## src/assert_macros.svh

```systemverilog
// assertion macros shared by the field of view check rtl
`ifndef ASSERT_MACROS_SVH
`define ASSERT_MACROS_SVH

`ifndef ASSERT_OFF

`define ASSERT_IMPLY(label, clk, rst, ante, cons) \
   label: assert property (@(posedge clk) disable iff (rst) (ante) |-> (cons)) \
      else $error("%m: implication check failed");

`define ASSERT_NEXT(label, clk, rst, ante, cons) \
   label: assert property (@(posedge clk) disable iff (rst) (ante) |=> (cons)) \
      else $error("%m: next cycle check failed");

`else

`define ASSERT_IMPLY(label, clk, rst, ante, cons)

`define ASSERT_NEXT(label, clk, rst, ante, cons)

`endif

`endif

```

## src/fovc_pkg.sv

```systemverilog
// types, constants and tables for the field of view check
package fovc_pkg;

   localparam int CORDIC_STAGES = 16;
   localparam int FRAC_BITS     = 12;
   localparam int TABLE_LEN     = 24;
   localparam int TABLE_IDX_W   = $clog2(TABLE_LEN);
   localparam int NUM_STAGES    = (CORDIC_STAGES > TABLE_LEN) ? TABLE_LEN : CORDIC_STAGES;

   localparam int POS_W     = 16;
   localparam int ANG_W     = 16;
   localparam int OFS_W     = POS_W + 1;
   localparam int XY_W      = OFS_W + FRAC_BITS + 2;
   localparam int ACC_W     = 32;
   localparam int GAIN_W    = 24;
   localparam int PROD_W    = XY_W - 1 + GAIN_W;
   localparam int DIST_W    = 17;
   localparam int DIST_RAW_W = PROD_W + 1 - GAIN_W - FRAC_BITS;
   localparam int HALF_AP_W = 15;
   localparam int RANGE_W   = 16;

   localparam int CSR_DATA_W = 32;
   localparam int CSR_ADDR_W = 3;

   localparam logic [GAIN_W-1:0] INV_GAIN       = GAIN_W'(10188014);
   localparam logic [ACC_W-1:0]  ACC_HALF_TURN  = ACC_W'(32'h8000_0000);
   localparam logic [ACC_W-1:0]  BEARING_ROUND  = ACC_W'(32'h0000_8000);
   localparam logic [PROD_W:0]   DIST_ROUND     = (PROD_W + 1)'(1) << (GAIN_W - 1 + FRAC_BITS);
   localparam logic [DIST_W-1:0] DIST_MAX       = '1;

   localparam logic [HALF_AP_W-1:0] HALF_AP_RESET = HALF_AP_W'(8192);
   localparam logic [RANGE_W-1:0]   RANGE_RESET   = RANGE_W'(4096);

   // atan(2^-i), 2^32 per full turn
   localparam logic [ACC_W-1:0] ATAN_TABLE [0:TABLE_LEN-1] = '{
      32'd536870912, 32'd316933406, 32'd167458907, 32'd85004756,
      32'd42667331,  32'd21354465,  32'd10679838,  32'd5340245,
      32'd2670163,   32'd1335087,   32'd667544,    32'd333772,
      32'd166886,    32'd83443,     32'd41722,     32'd20861,
      32'd10430,     32'd5215,      32'd2608,      32'd1304,
      32'd652,       32'd326,       32'd163,       32'd81
   };

   typedef enum logic {
      REG_HALF_APERTURE = 1'b0,
      REG_RANGE_LIMIT   = 1'b1
   } reg_index_type;

   typedef struct packed {
      logic signed [XY_W-1:0]  x;
      logic signed [XY_W-1:0]  y;
      logic [ACC_W-1:0]        acc;
      logic signed [ANG_W-1:0] heading;
   } cordic_type;

   typedef struct packed {
      logic [HALF_AP_W-1:0] half_aperture;
      logic [RANGE_W-1:0]   range_limit;
   } cfg_type;

endpackage

```

## src/fovc_csr.sv

```systemverilog
// apb register block for aperture and range
module fovc_csr (
   input  logic                            clock,
   input  logic                            reset,
   input  logic                            csr_psel,
   input  logic                            csr_penable,
   input  logic                            csr_pwrite,
   input  logic [fovc_pkg::CSR_ADDR_W-1:0] csr_paddr,
   input  logic [fovc_pkg::CSR_DATA_W-1:0] csr_pwdata,
   output logic [fovc_pkg::CSR_DATA_W-1:0] csr_prdata,
   output logic                            csr_pready,
   output fovc_pkg::cfg_type               cfg
);
   import fovc_pkg::*;

   logic [HALF_AP_W-1:0] half_aperture_ff, half_aperture_in;
   logic [RANGE_W-1:0]   range_limit_ff, range_limit_in;
   logic                 wr_en;
   reg_index_type        reg_idx;

   assign csr_pready = 1'b1;
   assign wr_en      = csr_psel & csr_penable & csr_pwrite & csr_pready;
   assign reg_idx    = reg_index_type'(csr_paddr[2]);

   always_comb begin
      half_aperture_in = half_aperture_ff;
      range_limit_in   = range_limit_ff;
      if (wr_en) begin
         unique case (reg_idx)
            REG_HALF_APERTURE: half_aperture_in = csr_pwdata[HALF_AP_W-1:0];
            REG_RANGE_LIMIT:   range_limit_in   = csr_pwdata[RANGE_W-1:0];
         endcase
      end
   end

   always_comb begin
      unique case (reg_idx)
         REG_HALF_APERTURE: csr_prdata = CSR_DATA_W'(half_aperture_ff);
         REG_RANGE_LIMIT:   csr_prdata = CSR_DATA_W'(range_limit_ff);
      endcase
   end

   always_ff @(posedge clock) begin
      if (reset) begin
         half_aperture_ff <= HALF_AP_RESET;
         range_limit_ff   <= RANGE_RESET;
      end else begin
         half_aperture_ff <= half_aperture_in;
         range_limit_ff   <= range_limit_in;
      end
   end

   assign cfg.half_aperture = half_aperture_ff;
   assign cfg.range_limit   = range_limit_ff;

endmodule

```

## config.mk

```make
export PLATFORM = sky130hd
export DESIGN_NAME = fovc_csr
export DESIGN_NICKNAME = d
export VERILOG_FILES = /design/src/assert_macros.svh /design/src/fovc_pkg.sv /design/src/fovc_csr.sv
export SDC_FILE = /design/constraint.sdc
export NUM_CORES = 1
export LEC_CHECK = 0
export BUFFER_PORTS_ARGS = -buffer_cell sky130_fd_sc_hd__buf_2
export CAP_MARGIN = 5
export CORE_MARGIN = 3
export CORE_UTILIZATION = 38
export CTS_BUF_LIST = sky130_fd_sc_hd__clkbuf_16
export DETAILED_ROUTE_END_ITERATION = 6
export PLACE_DENSITY = 0.76
export SYNTH_ARGS = -nofsm -noshare
export SYNTH_HDL_FRONTEND = slang
export SYNTH_SLANG_ARGS = --single-unit
```

## constraint.sdc

```tcl
create_clock -name clock -period 0.97 [get_ports clock]
set_input_delay 0.194 -clock clock [delete_from_list [all_inputs] [get_ports clock]]
set_output_delay 0.194 -clock clock [all_outputs]
set_load 0.1 [all_outputs]
```

==> summary.md <==
| Metric | Value |
|---|---|
| CP arrival | `1.06 ns` |
| Critical path depth in cells | `2` |
| Period utilization | `129%` |
| Final Hold Vio Count | `0` |
| Starting Density | `40.2%` |
| Max Fclk | `0.799 GHz` |
| Fin crit period | `1.25 ns` |
| Die Height | `71.8 um` |
| Most used DFF post-synth | `dfxtp_1` |
| Reg2reg setup slack | `0.14 ns` |
| Req. time, crit path | `0.78 ns` |
| Die area | `5150 sq um` |
| Vias per cell | `4.63` |
| Reg2reg path depth | `4` |
| Vias after detailed routing | `1459` |
| Net Switching | `1.31 mW` |
| Initial DRC count | `60` |
| Hpwl dp | `3.54 mm` |
| Htree depth | `2` |
| Setup crit start kind | `register` |
| Mean area per synthesized cell | `10.3 sq um` |
| FP Rows | `23` |
| Final Skew | `0 ns` |
| Latest clock arrival within the worst-skew pair | `0.27 ns` |
| Routed WL | `4.94 mm` |
| RSZ-0062 raised after global routing | `yes` |
| Clk pwr share | `35.6%` |
| Violated checks | `negative setup slack` |
| Worst vdd ir | `1.23 mV` |
| Leak pwr | `1.54 nW` |
| EDFF count, synth | `0` |
| Die Wd | `71.8 um` |
| Max-slew violations | `0` |
| CTS tree | `done` |
| Core area | `4090 sq um` |
| I/O pins | `104` |
| Reg-to-reg endpoint | `range_limit_ff[2]` |
| CP endpoint | `csr_prdata[2]` |
| CP top delay family | `flip-flops` |
| Slowest CP cell | `dfxtp_4` |
| Clock transition at path regs | `0.05 ns` |
| Pre-antenna DRT Iters | `4` |
| Max cap viols | `0` |
| R2r startpoint | `range_limit_ff[2]` |
| Register area share after synthesis | `37.7%` |
| Synth cell types | `14` |
| Largest net degree at the start of global routing | `50` |
| PD cells | `1130 nW/um^2` |
| Max clock buf depth | `2` |
| FF+latch count, synth | `31` |
| Placer Congestion | `0.721` |
| Netlist Area Pre-Place | `1640 sq um` |
| CP Capture Type | `output port` |
| Port Buffers | `68` |
| Final #Nets | `306` |
| Switching power share of the total | `34.1%` |
| Worst hold slack | `0.182 ns` |
| Clk root buf | `clkbuf_16` |
| Sequential power share | `32.7%` |
| Initial antenna violation count | `0` |
| Cts bufs inserted | `5` |
| Setup TNS | `-7.53 ns` |
| WP buf/inv | `1` |
| Asr flop ratio synth | `0%` |
| Logic gate share of total power | `31.6%` |
| Post-route ant nets | `0` |
| Yosys warns | `0` |
| DRC viols | `0` |
| Critical-path cell list | `mux2_4 > buf_12` |
| Total Routing Usage GR | `19.8%` |
| Clock tree sinks | `31` |
| Crit path from | `half_aperture_ff[2]` |
| WS Path Type | `reg -> out` |
| Share of cells above drive strength 1 | `62.3%` |
| Final setup violation count | `47` |
| Slowest stage delay, CP | `0.34 ns` |
| Vias in the first global route | `1548` |
| Cell count after synthesis | `159` |
| Grt ovf | `0` |
| CTS Hold Buffers Added | `0` |
| First-pass GRT wire length | `7.73 mm` |
| Status | `complete, but fails checks` |
| Setup slack after layout | `-0.282 ns` |
| Worst Path Max Fanout | `2` |
| Ant. Diodes | `0` |
| Internal power component | `2.54 mW` |
| Routed wire per std cell | `15.7 um` |
| Hold Crit Class | `in -> reg` |
| Layout area overhead | `108%` |
[metal layers]
layer,vias up,routed length [um],global-route usage [%]
met1,695,1860,22.6
met4,0,108,9.19
met2,46,2750,35.7
li1,708,-,-
met5,-,0,0
met3,10,212,3.23
[power by group through the flow]
stage | registers, mW | logic (mW) | clock network, mW
2_1_floorplan | 1.49 | 0.672 | 0
3_3_place_gp | 1.28 | 1.17 | 0
3_5_place_dp | 1.28 | 1.19 | 0
4_1_cts | 1.26 | 1.21 | 1.40
5_1_grt | 1.26 | 1.25 | 1.48
6_report | 1.26 | 1.22 | 1.37
[placed cells by master (no fill, tap or decap), drive strengths merged]
cell type | Yosys | final
buf | 22 | 110
nand2b | 45 | 45
mux2i | 31 | 31
dfxtp | 31 | 31
conb | 2 | 17
mux2 | 15 | 15
clkbuf | 4 | 6
nor2 | 4 | 4
and2 | 1 | 1
and4b | 1 | 1
and4 | 1 | 1
nand4 | 1 | 1
nand4b | 1 | 1
inv | 0 | 1
[through the flow]
step                instances  power (mW)  util [%]  cell area (sq um)  setup slack, ns
floorplan                 174        2.16         -               1880           -0.151
global placement          301        2.45      76.4               3120           -0.206
detailed placement        301        2.47      76.4               3120           -0.233
CTS                       308        3.87      82.3               3360           -0.287
global route              315        3.99      83.7               3420           -0.304
finish                    315        3.85      83.7               3420           -0.282
[flip-flops by register name, summed over array words and instances (netlist names)]
name and cells:
range_limit_ff 16, half_aperture_ff 15
[Yosys cell counts, types with 2 or more instances]
| cell type | instances | share of area, % |
|---|---|---|
| buf_4 | 20 | 9.1 |
| buf_6 | 2 | 1.4 |
| clkbuf_1 | 4 | 0.91 |
| conb_1 | 2 | 0.46 |
| dfxtp_1 | 31 | 38 |
| mux2_2 | 15 | 10 |
| mux2i_1 | 31 | 19 |
| nand2b_1 | 45 | 17 |
| nor2_1 | 4 | 0.91 |
[kinds of logic after synthesis]
family / share of synthesized area [%]
other: 0.457
multiplexers: 29.1
flip-flops: 37.7
AND/OR/NAND/NOR: 21.2
buffers and inverters: 11.4
[worst min-delay path by stage]
stage | start | to | slack (ns) | cells after the start
after CTS | csr_pwdata[15] | range_limit_ff[15] | 0.18 | 3
after detailed placement | csr_pwdata[15] | range_limit_ff[15] | 0.46 | 3
final | csr_pwdata[15] | range_limit_ff[15] | 0.18 | 3
after global placement | csr_pwdata[15] | range_limit_ff[15] | 0.45 | 3
after floorplan | csr_pwdata[12] | half_aperture_ff[12] | 0.34 | 2
after global routing | csr_pwdata[15] | range_limit_ff[15] | 0.20 | 3
[timing repair]
| action | 4_1_cts | 5_1_grt |
|---|---|---|
| resized for setup | 28 | 19 |
| setup buffers | 2 | 25 |
| endpoints found under the setup margin | 47 | 51 |
[worst min-delay path, cell delays in order]
cell      delay [ns]
buf_2           0.09
nand2b_1        0.06
mux2i_1         0.06
[final cells by class]
| type | instances | area (sq um) |
|---|---|---|
| flip-flops and latches | 31 | 737 |
| well taps | 50 | 62.6 |
| clock buffers | 5 | 125 |
| fillers | 215 | 664 |
| repair buffers | 111 | 1540 |
| multi-input cells | 117 | 951 |
| clock inverters | 1 | 3.75 |
(Power assumes the default switching activity.)
