===== src/assert_macros.svh =====
// assertion macros shared by the field of view check rtl
`ifndef ASSERT_MACROS_SVH
`define ASSERT_MACROS_SVH

`ifndef ASSERT_OFF

`define ASSERT_IMPLY(label, clk, rst, ante, cons) \
   label: assert property (@(posedge clk) disable iff (rst) (ante) |-> (cons)) \
      else $error("%m: implication check failed");

`define ASSERT_NEXT(label, clk, rst, ante, cons) \
   label: assert property (@(posedge clk) disable iff (rst) (ante) |=> (cons)) \
      else $error("%m: next cycle check failed");

`else

`define ASSERT_IMPLY(label, clk, rst, ante, cons)

`define ASSERT_NEXT(label, clk, rst, ante, cons)

`endif

`endif


===== src/fovc_pkg.sv =====
// types, constants and tables for the field of view check
package fovc_pkg;

   localparam int CORDIC_STAGES = 16;
   localparam int FRAC_BITS     = 12;
   localparam int TABLE_LEN     = 24;
   localparam int TABLE_IDX_W   = $clog2(TABLE_LEN);
   localparam int NUM_STAGES    = (CORDIC_STAGES > TABLE_LEN) ? TABLE_LEN : CORDIC_STAGES;

   localparam int POS_W     = 16;
   localparam int ANG_W     = 16;
   localparam int OFS_W     = POS_W + 1;
   localparam int XY_W      = OFS_W + FRAC_BITS + 2;
   localparam int ACC_W     = 32;
   localparam int GAIN_W    = 24;
   localparam int PROD_W    = XY_W - 1 + GAIN_W;
   localparam int DIST_W    = 17;
   localparam int DIST_RAW_W = PROD_W + 1 - GAIN_W - FRAC_BITS;
   localparam int HALF_AP_W = 15;
   localparam int RANGE_W   = 16;

   localparam int CSR_DATA_W = 32;
   localparam int CSR_ADDR_W = 3;

   localparam logic [GAIN_W-1:0] INV_GAIN       = GAIN_W'(10188014);
   localparam logic [ACC_W-1:0]  ACC_HALF_TURN  = ACC_W'(32'h8000_0000);
   localparam logic [ACC_W-1:0]  BEARING_ROUND  = ACC_W'(32'h0000_8000);
   localparam logic [PROD_W:0]   DIST_ROUND     = (PROD_W + 1)'(1) << (GAIN_W - 1 + FRAC_BITS);
   localparam logic [DIST_W-1:0] DIST_MAX       = '1;

   localparam logic [HALF_AP_W-1:0] HALF_AP_RESET = HALF_AP_W'(8192);
   localparam logic [RANGE_W-1:0]   RANGE_RESET   = RANGE_W'(4096);

   // atan(2^-i), 2^32 per full turn
   localparam logic [ACC_W-1:0] ATAN_TABLE [0:TABLE_LEN-1] = '{
      32'd536870912, 32'd316933406, 32'd167458907, 32'd85004756,
      32'd42667331,  32'd21354465,  32'd10679838,  32'd5340245,
      32'd2670163,   32'd1335087,   32'd667544,    32'd333772,
      32'd166886,    32'd83443,     32'd41722,     32'd20861,
      32'd10430,     32'd5215,      32'd2608,      32'd1304,
      32'd652,       32'd326,       32'd163,       32'd81
   };

   typedef enum logic {
      REG_HALF_APERTURE = 1'b0,
      REG_RANGE_LIMIT   = 1'b1
   } reg_index_type;

   typedef struct packed {
      logic signed [XY_W-1:0]  x;
      logic signed [XY_W-1:0]  y;
      logic [ACC_W-1:0]        acc;
      logic signed [ANG_W-1:0] heading;
   } cordic_type;

   typedef struct packed {
      logic [HALF_AP_W-1:0] half_aperture;
      logic [RANGE_W-1:0]   range_limit;
   } cfg_type;

endpackage


===== src/fovc_stream_if.sv =====
// request and response stream interfaces
interface fovc_req_if;
   import fovc_pkg::*;

   logic                    valid;
   logic                    ready;
   logic signed [POS_W-1:0] cam_x;
   logic signed [POS_W-1:0] cam_y;
   logic signed [ANG_W-1:0] cam_heading;
   logic signed [POS_W-1:0] mark_x;
   logic signed [POS_W-1:0] mark_y;

   modport source (output valid, cam_x, cam_y, cam_heading, mark_x, mark_y, input ready);
   modport sink (input valid, cam_x, cam_y, cam_heading, mark_x, mark_y, output ready);
endinterface



===== src/fovc_prep.sv =====
// offset forming and half plane fold ahead of the cordic chain
`include "assert_macros.svh"

module fovc_prep (
   input  logic                 clock,
   input  logic                 reset,
   fovc_req_if.sink             req,
   output logic                 down_valid,
   output fovc_pkg::cordic_type down_data,
   input  logic                 down_ready
);
   import fovc_pkg::*;

   logic                    valid_ff, valid_in;
   cordic_type              data_ff, data_in;
   logic                    advance;
   logic signed [OFS_W-1:0] dx, dy, dx_fold, dy_fold;
   logic                    left_half;

   assign advance   = !valid_ff || down_ready;
   assign req.ready = advance;

   always_comb begin
      dx        = {req.mark_x[POS_W-1], req.mark_x} - {req.cam_x[POS_W-1], req.cam_x};
      dy        = {req.mark_y[POS_W-1], req.mark_y} - {req.cam_y[POS_W-1], req.cam_y};
      left_half = dx[OFS_W-1];
      dx_fold   = left_half ? -dx : dx;
      dy_fold   = left_half ? -dy : dy;
      data_in.x = {{2{dx_fold[OFS_W-1]}}, dx_fold, {FRAC_BITS{1'b0}}};
      data_in.y = {{2{dy_fold[OFS_W-1]}}, dy_fold, {FRAC_BITS{1'b0}}};
      data_in.acc     = left_half ? ACC_HALF_TURN : '0;
      data_in.heading = req.cam_heading;
      valid_in        = advance ? req.valid : valid_ff;
   end

   always_ff @(posedge clock) begin
      if (reset) begin
         valid_ff <= 1'b0;
      end else begin
         valid_ff <= valid_in;
      end
   end

   always_ff @(posedge clock) begin
      if (advance && req.valid) begin
         data_ff <= data_in;
      end
   end

   assign down_valid = valid_ff;
   assign down_data  = data_ff;

   `ASSERT_IMPLY(a_prep_x_nonneg, clock, reset, valid_ff, !data_ff.x[XY_W-1])

endmodule


===== src/flat_wrapper.sv =====
// flat-port wrapper written by rule: the top's interface ports become plain ports
module fovc_prep_flat import fovc_pkg::*;
  (clock, reset, down_valid, down_data, down_ready, req_valid, req_cam_x, req_cam_y, req_cam_heading, req_mark_x, req_mark_y, req_ready);
  fovc_req_if req_i ();
  input  logic clock;
  input  logic reset;
  output logic down_valid;
  output fovc_pkg::cordic_type down_data;
  input  logic down_ready;
  input wire logic [$bits(req_i.valid)-1:0] req_valid;
  input wire logic [$bits(req_i.cam_x)-1:0] req_cam_x;
  input wire logic [$bits(req_i.cam_y)-1:0] req_cam_y;
  input wire logic [$bits(req_i.cam_heading)-1:0] req_cam_heading;
  input wire logic [$bits(req_i.mark_x)-1:0] req_mark_x;
  input wire logic [$bits(req_i.mark_y)-1:0] req_mark_y;
  output wire logic [$bits(req_i.ready)-1:0] req_ready;
  assign req_i.valid = req_valid;
  assign req_i.cam_x = req_cam_x;
  assign req_i.cam_y = req_cam_y;
  assign req_i.cam_heading = req_cam_heading;
  assign req_i.mark_x = req_mark_x;
  assign req_i.mark_y = req_mark_y;
  assign req_ready = req_i.ready;
  fovc_prep u_core (.clock(clock), .reset(reset), .req(req_i), .down_valid(down_valid), .down_data(down_data), .down_ready(down_ready));
endmodule

===== config.mk =====
export PLATFORM = sky130hd
export DESIGN_NAME = fovc_prep_flat
export DESIGN_NICKNAME = d
export VERILOG_FILES = /design/src/fovc_pkg.sv /design/src/fovc_stream_if.sv /design/src/fovc_prep.sv /design/src/flat_wrapper.sv
export VERILOG_INCLUDE_DIRS = /design/src /design/src/src
export SDC_FILE = /design/constraint.sdc
export NUM_CORES = 1
export LEC_CHECK = 0
export BUFFER_PORTS_ARGS = -buffer_cell sky130_fd_sc_hd__buf_2
export CORE_ASPECT_RATIO = 0.8
export CORE_MARGIN = 2
export CORE_UTILIZATION = 49
export CTS_CLUSTER_DIAMETER = 120
export CTS_CLUSTER_SIZE = 12
export DETAILED_ROUTE_END_ITERATION = 10
export PLACE_DENSITY = 0.82
export SLEW_MARGIN = 20
export SYNTH_ARGS = -nofsm -noshare
export SYNTH_HDL_FRONTEND = slang
export SYNTH_SLANG_ARGS = --single-unit

===== constraint.sdc =====
create_clock -name clock -period 4.7 [get_ports clock]
set_input_delay 0.705 -clock clock [delete_from_list [all_inputs] [get_ports clock]]
set_output_delay 0.705 -clock clock [all_outputs]
set_load 0.02 [all_outputs]

==> results of run 1 <==
[power by group through the flow]
stage / Clock (mW) / Sequential [mW] / Combinational (mW)
after global routing: 0.388 / 0.630 / 0.723
after detailed placement: 0 / 0.633 / 0.659
after floorplan: 0 / 0.714 / 0.444
after global placement: 0 / 0.632 / 0.638
after CTS: 0.367 / 0.624 / 0.661
final: 0.353 / 0.622 / 0.662
[Yosys cell counts (2+ instances only)]
master,count
fa_1,2
mux2i_1,3
nor3_1,11
o21a_1,3
a31oi_1,3
nor2_1,20
ha_1,35
clkbuf_1,3
o21ai_0,19
a21o_1,8
a311oi_1,2
nand3_1,7
a21oi_1,21
or3_1,2
nor2b_1,5
a211o_1,2
buf_4,59
edfxtp_1,51
o2111ai_1,3
o21ai_1,5
nand4_1,4
nand2b_1,5
xnor2_1,40
o31ai_1,7
buf_2,6
o21bai_1,4
nand3b_1,2
a211oi_1,3
nand2_1,31
buf_6,3
o211ai_1,3
inv_1,43
xor2_1,19
[sequential cells by signal (all words and copies together) (netlist names)]
signal	cells
u_core.down_data	51
u_core.down_valid	1
[layer usage]
| layer | global-route usage [%] | vias up |
|---|---|---|
| met3 | 4.949 | 9 |
| li1 | - | 1778 |
| met2 | 33.63 | 182 |
| met4 | 5.114 | 0 |
| met1 | 23.06 | 1671 |
| met5 | 0 | - |
[cell families (layout without fill, tap and decap cells)]
logic type / count (synthesis) / count (layout) / share of synthesized area, %
flip-flops: 52 / 52 / 34.86
XOR/XNOR: 59 / 59 / 11.61
other: 1 / 55 / 0.08426
AND/OR/NAND/NOR: 96 / 96 / 10.68
buffers and inverters: 115 / 194 / 15.35
adder cells (fa/ha/maj): 37 / 37 / 10.74
AO/OA/AOI/OAI: 100 / 100 / 16.00
multiplexers: 3 / 3 / 0.6748
[metrics by stage]
stage	hold slack [ps]	cells	worst slack, ps	instance area (um^2)	util (%)
after floorplan	729.0	517	1127	4653	-
after global placement	500.6	703	854.2	4996	56.00
after detailed placement	540.6	703	737.5	4996	56.00
after CTS	551.6	711	1024	5137	57.59
after global routing	576.7	711	790.0	5137	57.59
final	540.6	711	967.0	5137	57.59
[path summary, 6_finish.rpt]
kind	from	end	slack [ps]	cells past startpoint
max	req_mark_y[0]	u_core.down_data[76]	970	14
min	u_core.down_valid	u_core.down_valid	540	2
max reg2reg	u_core.down_valid	u_core.down_data[74]	3210	3
min reg2reg	u_core.down_valid	u_core.down_valid	540	2
[final cells by class]
cell class | instances | area, um^2
Multi-Input combinational cell | 350 | 2420
Fill cell | 798 | 3784
Timing Repair Buffer | 142 | 715.7
Tap cell | 115 | 143.9
Clock inverter | 2 | 12.51
Inverter | 44 | 165.2
Sequential cell | 52 | 1551
Clock buffer | 6 | 128.9
[worst max-delay path: cells and delay by family]
kind / cells / cell delay, ps
xor+xnor: 2 / 280
fa+ha+maj: 2 / 640
compound gates: 4 / 770
buf+inv: 3 / 220
simple gates: 3 / 1140
==> metrics.md, run 1 <==
| Metric | Value |
|---|---|
| Outcome | complete, no violations |
| Initial antenna violation count | 0 |
| Post-synth EDFFs | 51 |
| Worst-Margin Slew | 680.1 ps |
| Async SR Flop Fraction | 0% |
| Largest net degree at the start of global routing | 52 |
| # resized after CTS | 0 |
| Via count | 3640 |
| Post-Syn Area | 0.004451 mm^2 |
| DP HPWL | 7.787 mm |
| Worst-path cell chain | buf_2 > inv_1 > ha_1 > inv_1 > fa_1 > a211oi_4 > o21bai_2 > a21oi_2 > xnor2_1 > or4_1 > nand2b_1 > nor4_1 > a31oi_1 > xnor2_1 |
| Vias in the first global route | 3304 |
| Clk root buf | clkbuf_16 |
| Dominant cells by area after synthesis | edfxtp_1 (34%), buf_4 (10%), ha_1 (9.8%), xnor2_1 (7.9%), xor2_1 (3.7%) |
| WL final | 9.735 mm |
| Maximum clock frequency | 0.2679 GHz |
| Drc violations | 0 |
| # IOs | 196 |
| Initial Utilization | 49.89% |
| H-tree depth | 2 |
| Slowest stage cell, crit path | or4_1 |
| Leakage | 2.403 nW |
| Max-cap viol count | 0 |
| Core area | 0.008921 mm^2 |
| Minimum clock period | 3733 ps |
| Max incr delay on CP | 630 ps |
| Final Wtd Congestion | 0.8659 |
| GRT overflow | 0 |
| NumNets Final | 716 |
| WP data required | 4730 ps |
| Seq/Total Area, Yosys | 34.86% |
| CP max FO | 5 |
| Wl on met1 | 4.177 mm |
| Worst Skew | 7.944 ps |
| TritonCTS clock tree | done |
| Pre-Repair DR Iteration Count | 4 |
| Critical Path Sink Type | flop |
| Maximum root-to-sink buffer count | 2 |
| DRT antenna net count | 0 |
| Sequential power share | 38.0% |
| Placement Rows | 31 |
| Final setup violation count | 0 |
| Worst Setup Path Type | in -> reg |
| RSZ-0062 raised after global routing | false |
| Final slew viol count | 0 |
| Fin Setup TNS | 0 ps |
| Metal2 WL | 4.593 mm |
| Clk pwr share | 21.6% |
| WP data arrival | 3760 ps |
| Clock Latency Late Sink | 280 ps |
| Synth area leader | edfxtp_1 |
| Total global-route track usage | 18.83% |
| Share of cells above drive strength 1 | 27.01% |
| Cell variety after synth | 62 |
| Post-CTS Repair Setup Buffers | 0 |
| DR vias/cell | 5.120 |
| CTS sink cnt | 52 |
| Int Power | 1.046 mW |
| Endpoints failing hold | 0 |
| Final worst path period share | 79.43% |
| Die area | 0.009865 mm^2 |
| Antenna diodes | 0 |
| Synthesized flop and latch total | 52 |
| Combinational group share of total power | 40.4% |
| Cell Pwr Density | 318.7 mW/mm^2 |
| Startpoint types | primary input |
| Synth warn | 0 |
| Most common cell after layout, fill and taps aside | buf_2 |
| Slew HR | 54.66% |
| HP Class | reg -> reg |
| Post-synth top area share | 34.41% |
| Metal3 WL | 866 um |
| Syn_area_per_cell | 9.612 um^2 |
| Port Buffer Count | 140 |
| Die H | 89.24 um |
| Post-Syn Instances | 463 |
| Area Growth Syn to Fin | 15.43% |
| Sw power | 0.5913 mW |
| Die width | 110.6 um |
| Pwr Total | 1.637 mW |
| Switching share of power | 36.12% |
| Dominant synthesized flop cell | edfxtp_1 |
| Avg WL per Cell | 13.69 um |
| Peak supply drop | 0.1657 mV |
| First-pass GRT wire length | 15.17 mm |
| Initial drt markers | 191 |
| Worst-path clk slew | 70 ps |
| DR top layer | met4 |
| Hold buffer count at CTS | 0 |
| TritonCTS buffer count | 5 |
| Most frequent cells in the layout | buf_2 (140), conb_1 (55), edfxtp_1 (51), inv_1 (43), xnor2_1 (40) |
Power figures use the tool's default switching activity.
==> inputs of run 2 (changes only) <==
==> constraint.sdc (replaced) <==
create_clock -name clock -period 3.8 [get_ports clock]
set_input_delay 0.57 -clock clock [delete_from_list [all_inputs] [get_ports clock]]
set_output_delay 0.57 -clock clock [all_outputs]
set_load 0.02 [all_outputs]
==> run 2 against run 1 <==
Against the previous run: register-to-register slack lost 1300 ps; global-route usage up 0.52 points; clock-buffer cell count did not move; die area unchanged; setup slack worse by 740 ps; sequential power is 23% higher; design area is 0.39% higher; via count fell by 0.11%; sequential share of layout area down 0.12 points; first-iteration DRC count shrank 2.6%; critical path type unchanged; highest routed layer unchanged.
==> metrics.md, run 2 (synthesis results as in run 1) <==
| Metric | Value |
|---|---|
| Outcome | complete, no violations |
| Most common cell after layout, fill and taps aside | buf_2 |
| Post-route cell area | 0.005157 mm^2 (+0.39%) |
| FF-to-FF setup slack | 1940 ps (-1270 ps) |
| Post-CTS Repair Setup Buffers | 0 (unchanged) |
| Maximum root-to-sink buffer count | 2 (unchanged) |
| Most frequent cells in the layout | buf_2 (140), conb_1 (55), edfxtp_1 (51), inv_1 (43), xnor2_1 (40) |
| Initial drt markers | 186 (-2.6%) |
| Pre-CTS setup slack | -6.158 ps (-743.6 ps) |
| # resized after CTS | 0 (unchanged) |
| NumNets Final | 717 (+0.14%) |
| TritonCTS clock tree | done |
| # IOs | 196 (unchanged) |
| Endpoints failing hold | 0 (unchanged) |
| GRT overflow | 0 (unchanged) |
| DR vias/cell | 5.107 (-0.25%) |
| Leakage | 2.411 nW (+0.29%) |
| R2R Path End | u_core.down_data[66] |
| Minimum clock period | 3570 ps |
| Worst Setup Path Type | in -> reg |
| Worst Skew | 6.406 ps (-1.538 ps) |
| Worst setup path end | u_core.down_data[76] |
| WP data arrival | 3600 ps (-160 ps) |
| Max-cap viol count | 0 (unchanged) |
| Pre-Repair DR Iteration Count | 5 (+1) |
| CTS sink cnt | 52 (unchanged) |
| Initial Utilization | 49.89% (unchanged) |
| Hold WS | 431.8 ps (-108.8 ps) |
| Placed instance area | 0.005004 mm^2 (+0.15%) |
| Worst-Margin Slew | 847.8 ps (+167.7 ps) |
| Cell Pwr Density | 398.9 mW/mm^2 (+25%) |
| DP HPWL | 8.024 mm (+3.0%) |
| Worst setup path start | req_mark_y[0] |
| Initial antenna violation count | 0 (unchanged) |
| Final worst path period share | 93.95% |
| First-pass GRT wire length | 15.46 mm (+1.9%) |
| DRT antenna net count | 0 (unchanged) |
| Final setup violation count | 0 (unchanged) |
| CP max FO | 5 (unchanged) |
| Worst-path clk slew | 70 ps (about the same) |
| Clk root buf | clkbuf_16 |
| Die H | 89.24 um (unchanged) |
| Maximum clock frequency | 0.2801 GHz |
| Total global-route track usage | 19.35% (+0.52 points) |
| TritonCTS buffer count | 5 (unchanged) |
| Antenna diodes | 0 (unchanged) |
| Area Growth Syn to Fin | 15.88% |
| Final WS setup | 230.0 ps (-737.0 ps) |
| Pwr Total | 2.057 mW (+26%) |
| WP data required | 3830 ps (-900 ps) |
| Final slew viol count | 0 (unchanged) |
| Avg WL per Cell | 13.98 um (+2.1%) |
| WL final | 9.952 mm (+2.2%) |
| Max incr delay on CP | 650 ps (+20 ps) |
| Clock Latency Late Sink | 280 ps (about the same) |
| Worst-path cell chain | buf_2 > inv_1 > ha_1 > inv_1 > fa_1 > a211oi_4 > o21bai_2 > a21oi_2 > xnor2_1 > or4_1 > nand2b_1 > nor4_1 > a31oi_1 > xnor2_1 |
| Reg2reg start | u_core.down_valid |
| Peak supply drop | 0.2274 mV (+37%) |
| Die area | 0.009865 mm^2 (unchanged) |
| Slowest stage cell, crit path | or4_1 |
| HP Class | in -> reg |
| Max reg flops | 51 (unchanged) |
| Final Wtd Congestion | 0.8537 (-1.4%) |
| Port Buffer Count | 140 (unchanged) |
| RSZ-0062 raised after global routing | false |
| Startpoint types | primary input |
| FF-to-FF path depth | 3 (unchanged) |
| Core area | 0.008921 mm^2 (unchanged) |
| Share of cells above drive strength 1 | 27.30% (+0.29 points) |
| Slew HR | 43.48% (-11 points) |
| Drc violations | 0 (unchanged) |
| Via count | 3636 (-0.11%) |
| Largest net degree at the start of global routing | 35 (-33%) |
| Critical Path Sink Type | flop |
| Placement Rows | 31 (unchanged) |
| H-tree depth | 2 (unchanged) |
| Vias in the first global route | 3283 (-0.64%) |
| Hold buffer count at CTS | 0 (unchanged) |
| Die width | 110.6 um (unchanged) |
[run 2: worst min-delay path by stage]
stage | start | endpoint | slack (ps) | cells past startpoint
floorplan | reset | u_core.down_valid | 640 | 1
detailed placement | u_core.down_valid | u_core.down_valid | 510 | 2
finish | reset | u_core.down_valid | 430 | 2
global placement | u_core.down_valid | u_core.down_valid | 500 | 2
CTS | reset | u_core.down_valid | 430 | 2
global route | reset | u_core.down_valid | 440 | 2
[run 2: area by class of cell]
cell class,count,area [um^2]
well taps,115,143.9
clock buffers,6,138.9
flip-flops and latches,52,1551
repair buffers,143,723.2
fillers,825,3764
multi-input cells,350,2420
inverters,44,165.2
clock inverters,2,15.01
[run 2: critical path, delay by kind of cell]
family | cells | cell delay (ps)
compound gates | 4 | 780
simple gates | 3 | 1130
fa+ha+maj | 2 | 640
buf+inv | 3 | 210
xor+xnor | 2 | 280
[run 2: routing by layer]
metal | global-route usage, % | vias up | wire [um]
met4 | 5.682 | 0 | 123
met5 | 0 | - | 0
met2 | 34.13 | 185 | 4589
li1 | - | 1774 | -
met1 | 24.87 | 1667 | 4405
met3 | 3.458 | 10 | 834
[run 2: report_power, final]
group | switching [mW] | internal [mW] | leakage [nW]
Clock | 0.198 | 0.262 | 0.0691
Combinational | 0.523 | 0.306 | 1.84
Sequential | 0.0216 | 0.747 | 0.502
[run 2: stage by stage]
stage	utilization [%]	TNS [ps]	cells
6_report	57.81	0	712
5_1_grt	57.81	0	712
4_1_cts	57.81	0	712
3_5_place_dp	56.09	-6.158	704
3_3_place_gp	56.09	0	704
2_1_floorplan	-	0	517
==> inputs of run 3 (changes only) <==
--- a/config.mk
+++ b/config.mk
@@ -6,14 +6,16 @@
 export SDC_FILE = /design/constraint.sdc
 export NUM_CORES = 1
 export LEC_CHECK = 0
+export ABC_AREA = 1
 export BUFFER_PORTS_ARGS = -buffer_cell sky130_fd_sc_hd__buf_2
 export CORE_ASPECT_RATIO = 0.8
 export CORE_MARGIN = 2
-export CORE_UTILIZATION = 49
+export CORE_UTILIZATION = 50
 export CTS_CLUSTER_DIAMETER = 120
 export CTS_CLUSTER_SIZE = 12
 export DETAILED_ROUTE_END_ITERATION = 10
-export PLACE_DENSITY = 0.82
+export PLACE_DENSITY = 0.83
+export SKIP_CTS_REPAIR_TIMING = 1
 export SLEW_MARGIN = 20
 export SYNTH_ARGS = -nofsm -noshare
 export SYNTH_HDL_FRONTEND = slang
==> run 3 against run 2 <==
Against the previous run: register-to-register slack better by 430 ps; synthesized cell count is 41% higher; clock skew is 2.1 ps higher; first-iteration DRC count is 7.0% higher; design area is 7.9% higher.
==> metrics.md, run 3 <==
| Metric | Value |
|---|---|
| Share of cells above drive strength 1 | 21.64% (-5.7 points) |
| CP Buf/Inv Count | 4 (+1) |
| Initial drt markers | 199 (+7.0%) |
| Main combinational cell family by area after synthesis | simple AND/OR/NAND/NOR gates |
| Met2 usage | 30.29% (-3.8 points) |
| Max reg flops | 51 (unchanged) |
| Initial antenna violation count | 0 (unchanged) |
| First-pass GRT wire length | 16.04 mm (+3.8%) |
| WP data required | 3840 ps (about the same) |
| Final slew viol count | 0 (unchanged) |
| HP Class | in -> reg |
| Post-synth top cells | nand2_1 (176), inv_1 (115), buf_4 (61), nor2_1 (55), edfxtp_1 (51) |
| Endpoints failing hold | 0 (unchanged) |
| Sw power | 0.8055 mW (+8.5%) |
| Worst-path clk slew | 70 ps (about the same) |
| Drc violations | 0 (unchanged) |
| Placement Rows | 31 (unchanged) |
| Post-synth EDFFs | 51 (unchanged) |
| Max-cap viol count | 0 (unchanged) |
| Combinational group share of total power | 40.4% (about the same) |
| Clk root buf | clkbuf_16 |
| DP HPWL | 8.154 mm (+1.6%) |
| Most frequent cells in the layout | nand2_1 (176), buf_2 (140), inv_1 (115), nor2_1 (55), conb_1 (55) |
| Worst Skew | 8.525 ps (+2.119 ps) |
| Avg WL per Cell | 10.85 um (-22%) |
| Leakage | 3.127 nW (+30%) |
| Maximum clock frequency | 0.3658 GHz (+31%) |
| # IOs | 196 (unchanged) |
| Simple-gate area share of the yosys netlist | 26.94% (+16 points) |
| Post-synthesis mux area share | 0% (-0.67 points) |
| H-tree depth | 2 (unchanged) |
| Cell variety after synth | 33 (-47%) |
| Vias in the first global route | 3624 (+10%) |
| TritonCTS clock tree | done |
| Cell Pwr Density | 387.7 mW/mm^2 (-2.8%) |
| Total global-route track usage | 18.72% (-0.63 points) |
| Int Power | 1.352 mW (+2.8%) |
| TritonCTS buffer count | 5 (unchanged) |
| Count leader, synth | nand2_1 |
| NumNets Final | 915 (+28%) |
| Synth Area in Compound Gates | 5.925% (-10 points) |
| Dominant cells by area after synthesis | edfxtp_1 (32%), nand2_1 (14%), buf_4 (9.6%), ha_1 (9.1%), inv_1 (9.0%) |
| Most used cell, CP | nand2_1 |
| Port Buffer Count | 140 (unchanged) |
| Most common cell after layout, fill and taps aside | nand2_1 |
| Worst Setup Path Type | in -> reg |
| Critical Path Sink Type | flop |
| CP max FO | 24 (+19) |
| Seq/Total Area, Yosys | 32.37% (-2.5 points) |
| GRT overflow | 0 (unchanged) |
| Via count | 4253 (+17%) |
| Antenna diodes | 0 (unchanged) |
| Die H | 91.58 um (+2.6%) |
| DR vias/cell | 4.674 (-8.5%) |
| M1 GR Usage | 26.67% (+1.8 points) |
| WL final | 9.872 mm (-0.80%) |
| CTS sink cnt | 52 (unchanged) |
| Area Growth Syn to Fin | 16.11% |
| Initial Utilization | 52.14% (+2.3 points) |
| Syn_area_per_cell | 7.341 um^2 (-24%) |
| Largest net degree at the start of global routing | 25 (-29%) |
| Global routing usage on met3 | 3.471% (+0.014 points) |
| Slowest stage cell, crit path | fa_1 |
| WP data arrival | 2780 ps (-820 ps) |
| Minimum clock period | 2734 ps (-836.2 ps) |
| Outcome | complete, no violations |
| Final setup violation count | 0 (unchanged) |
| Sequential power share | 35.7% (-1.6 points) |
| DRT antenna net count | 0 (unchanged) |
| Startpoint types | primary input |
| Max incr delay on CP | 400 ps (-250 ps) |
| Post-synth top area share | 31.95% (-2.5 points) |
| Clk pwr share | 23.9% (+1.5 points) |
| Pre-Repair DR Iteration Count | 5 (unchanged) |
| Post-Syn Instances | 653 (+41%) |
| Worst-path cell chain | buf_2 > inv_1 > ha_1 > fa_1 > nand3b_1 > nand2_1 > nand2_1 > nand2_2 > nand3_2 > nand3_1 > nand2_4 > inv_4 > nand2_1 > xor2_1 > inv_1 |
| Post-synthesis xor/xnor area fraction | 5.795% (-5.8 points) |
| Fin Setup TNS | 0 ps (unchanged) |
| Final worst path period share | 71.94% (-22 points) |
| Maximum root-to-sink buffer count | 2 (unchanged) |
| Post-Syn Area | 0.004793 mm^2 (+7.7%) |
| Die area | 0.01039 mm^2 (+5.3%) |
| Synth Area in Adders | 9.971% (-0.77 points) |
| Core area | 0.009193 mm^2 (+3.0%) |
| Synth warn | 0 (unchanged) |
| Top Family by Delay on Critical Path | simple AND/OR/NAND/NOR gates |
| Post-layout util | 60.54% (+2.7 points) |
| Synth area leader | edfxtp_1 |
| Switching share of power | 37.33% (+1.3 points) |
| Synthesized flop and latch total | 52 (unchanged) |
| Async SR Flop Fraction | 0% (unchanged) |
| Dominant synthesized flop cell | edfxtp_1 |
| RSZ-0062 raised after global routing | false |
| Die width | 113.5 um (+2.6%) |
| GRT busiest layer | met2 |
| Clock Latency Late Sink | 290 ps (about the same) |
| Peak supply drop | 0.2086 mV (-8.3%) |
| Final Wtd Congestion | 0.9220 (+8.0%) |
## run 3: stage by stage
stage	setup WS, ps	cells	hold WS, ps	power [mW]	instance area, um^2
6_report	1066	910	442.9	2.158	5565
5_1_grt	849.4	910	437.1	2.308	5565
4_1_cts	1065	910	434.8	2.174	5565
3_5_place_dp	763.1	902	529.1	1.652	5398
3_3_place_gp	844.8	902	512.7	1.639	5398
2_1_floorplan	225.6	707	639.1	1.481	4996
## run 3: final cells by class
| cell class | instances | area [um^2] |
|---|---|---|
| Inverter | 116 | 437.9 |
| Timing Repair Buffer | 142 | 715.7 |
| Clock buffer | 6 | 128.9 |
| Clock inverter | 2 | 38.79 |
| Tap cell | 115 | 143.9 |
| Fill cell | 817 | 3627 |
| Sequential cell | 52 | 1551 |
| Multi-Input combinational cell | 477 | 2549 |
## run 3: logic make-up after synthesis
group,after synthesis
simple gates,304
buf+inv,178
flops,52
compound gates,51
fa+ha+maj,37
xor+xnor,30
other cells,1
## run 3: worst paths after layout
check	cells past startpoint	startpoint	endpoint	slack, ps
worst max-delay path	15	req_mark_x[0]	u_core.down_data[70]	1070
worst min-delay path	2	reset	u_core.down_valid	440
worst max register to register	2	u_core.down_valid	u_core.down_data[66]	2370
worst min register to register	2	u_core.down_valid	u_core.down_valid	530
## run 3: worst reg2reg max path, stage by stage (launching register included)
cell	delay (ps)
dfxtp_1	340
a21oi_4	380
buf_4	380
## run 3: power groups by stage
| stage | clock (mW) | sequential [mW] | combinational, mW |
|---|---|---|---|
| final | 0.515 | 0.770 | 0.873 |
| after global routing | 0.550 | 0.778 | 0.980 |
| after CTS | 0.528 | 0.772 | 0.874 |
| after detailed placement | 0 | 0.782 | 0.870 |
| after global placement | 0 | 0.784 | 0.855 |
| after floorplan | 0 | 0.884 | 0.597 |
## run 3: layer usage
layer,share of wire [%],up-vias
li1,-,2232
met1,48,1822
met2,43,197
met3,8.7,2
met4,0.41,0
met5,0,-
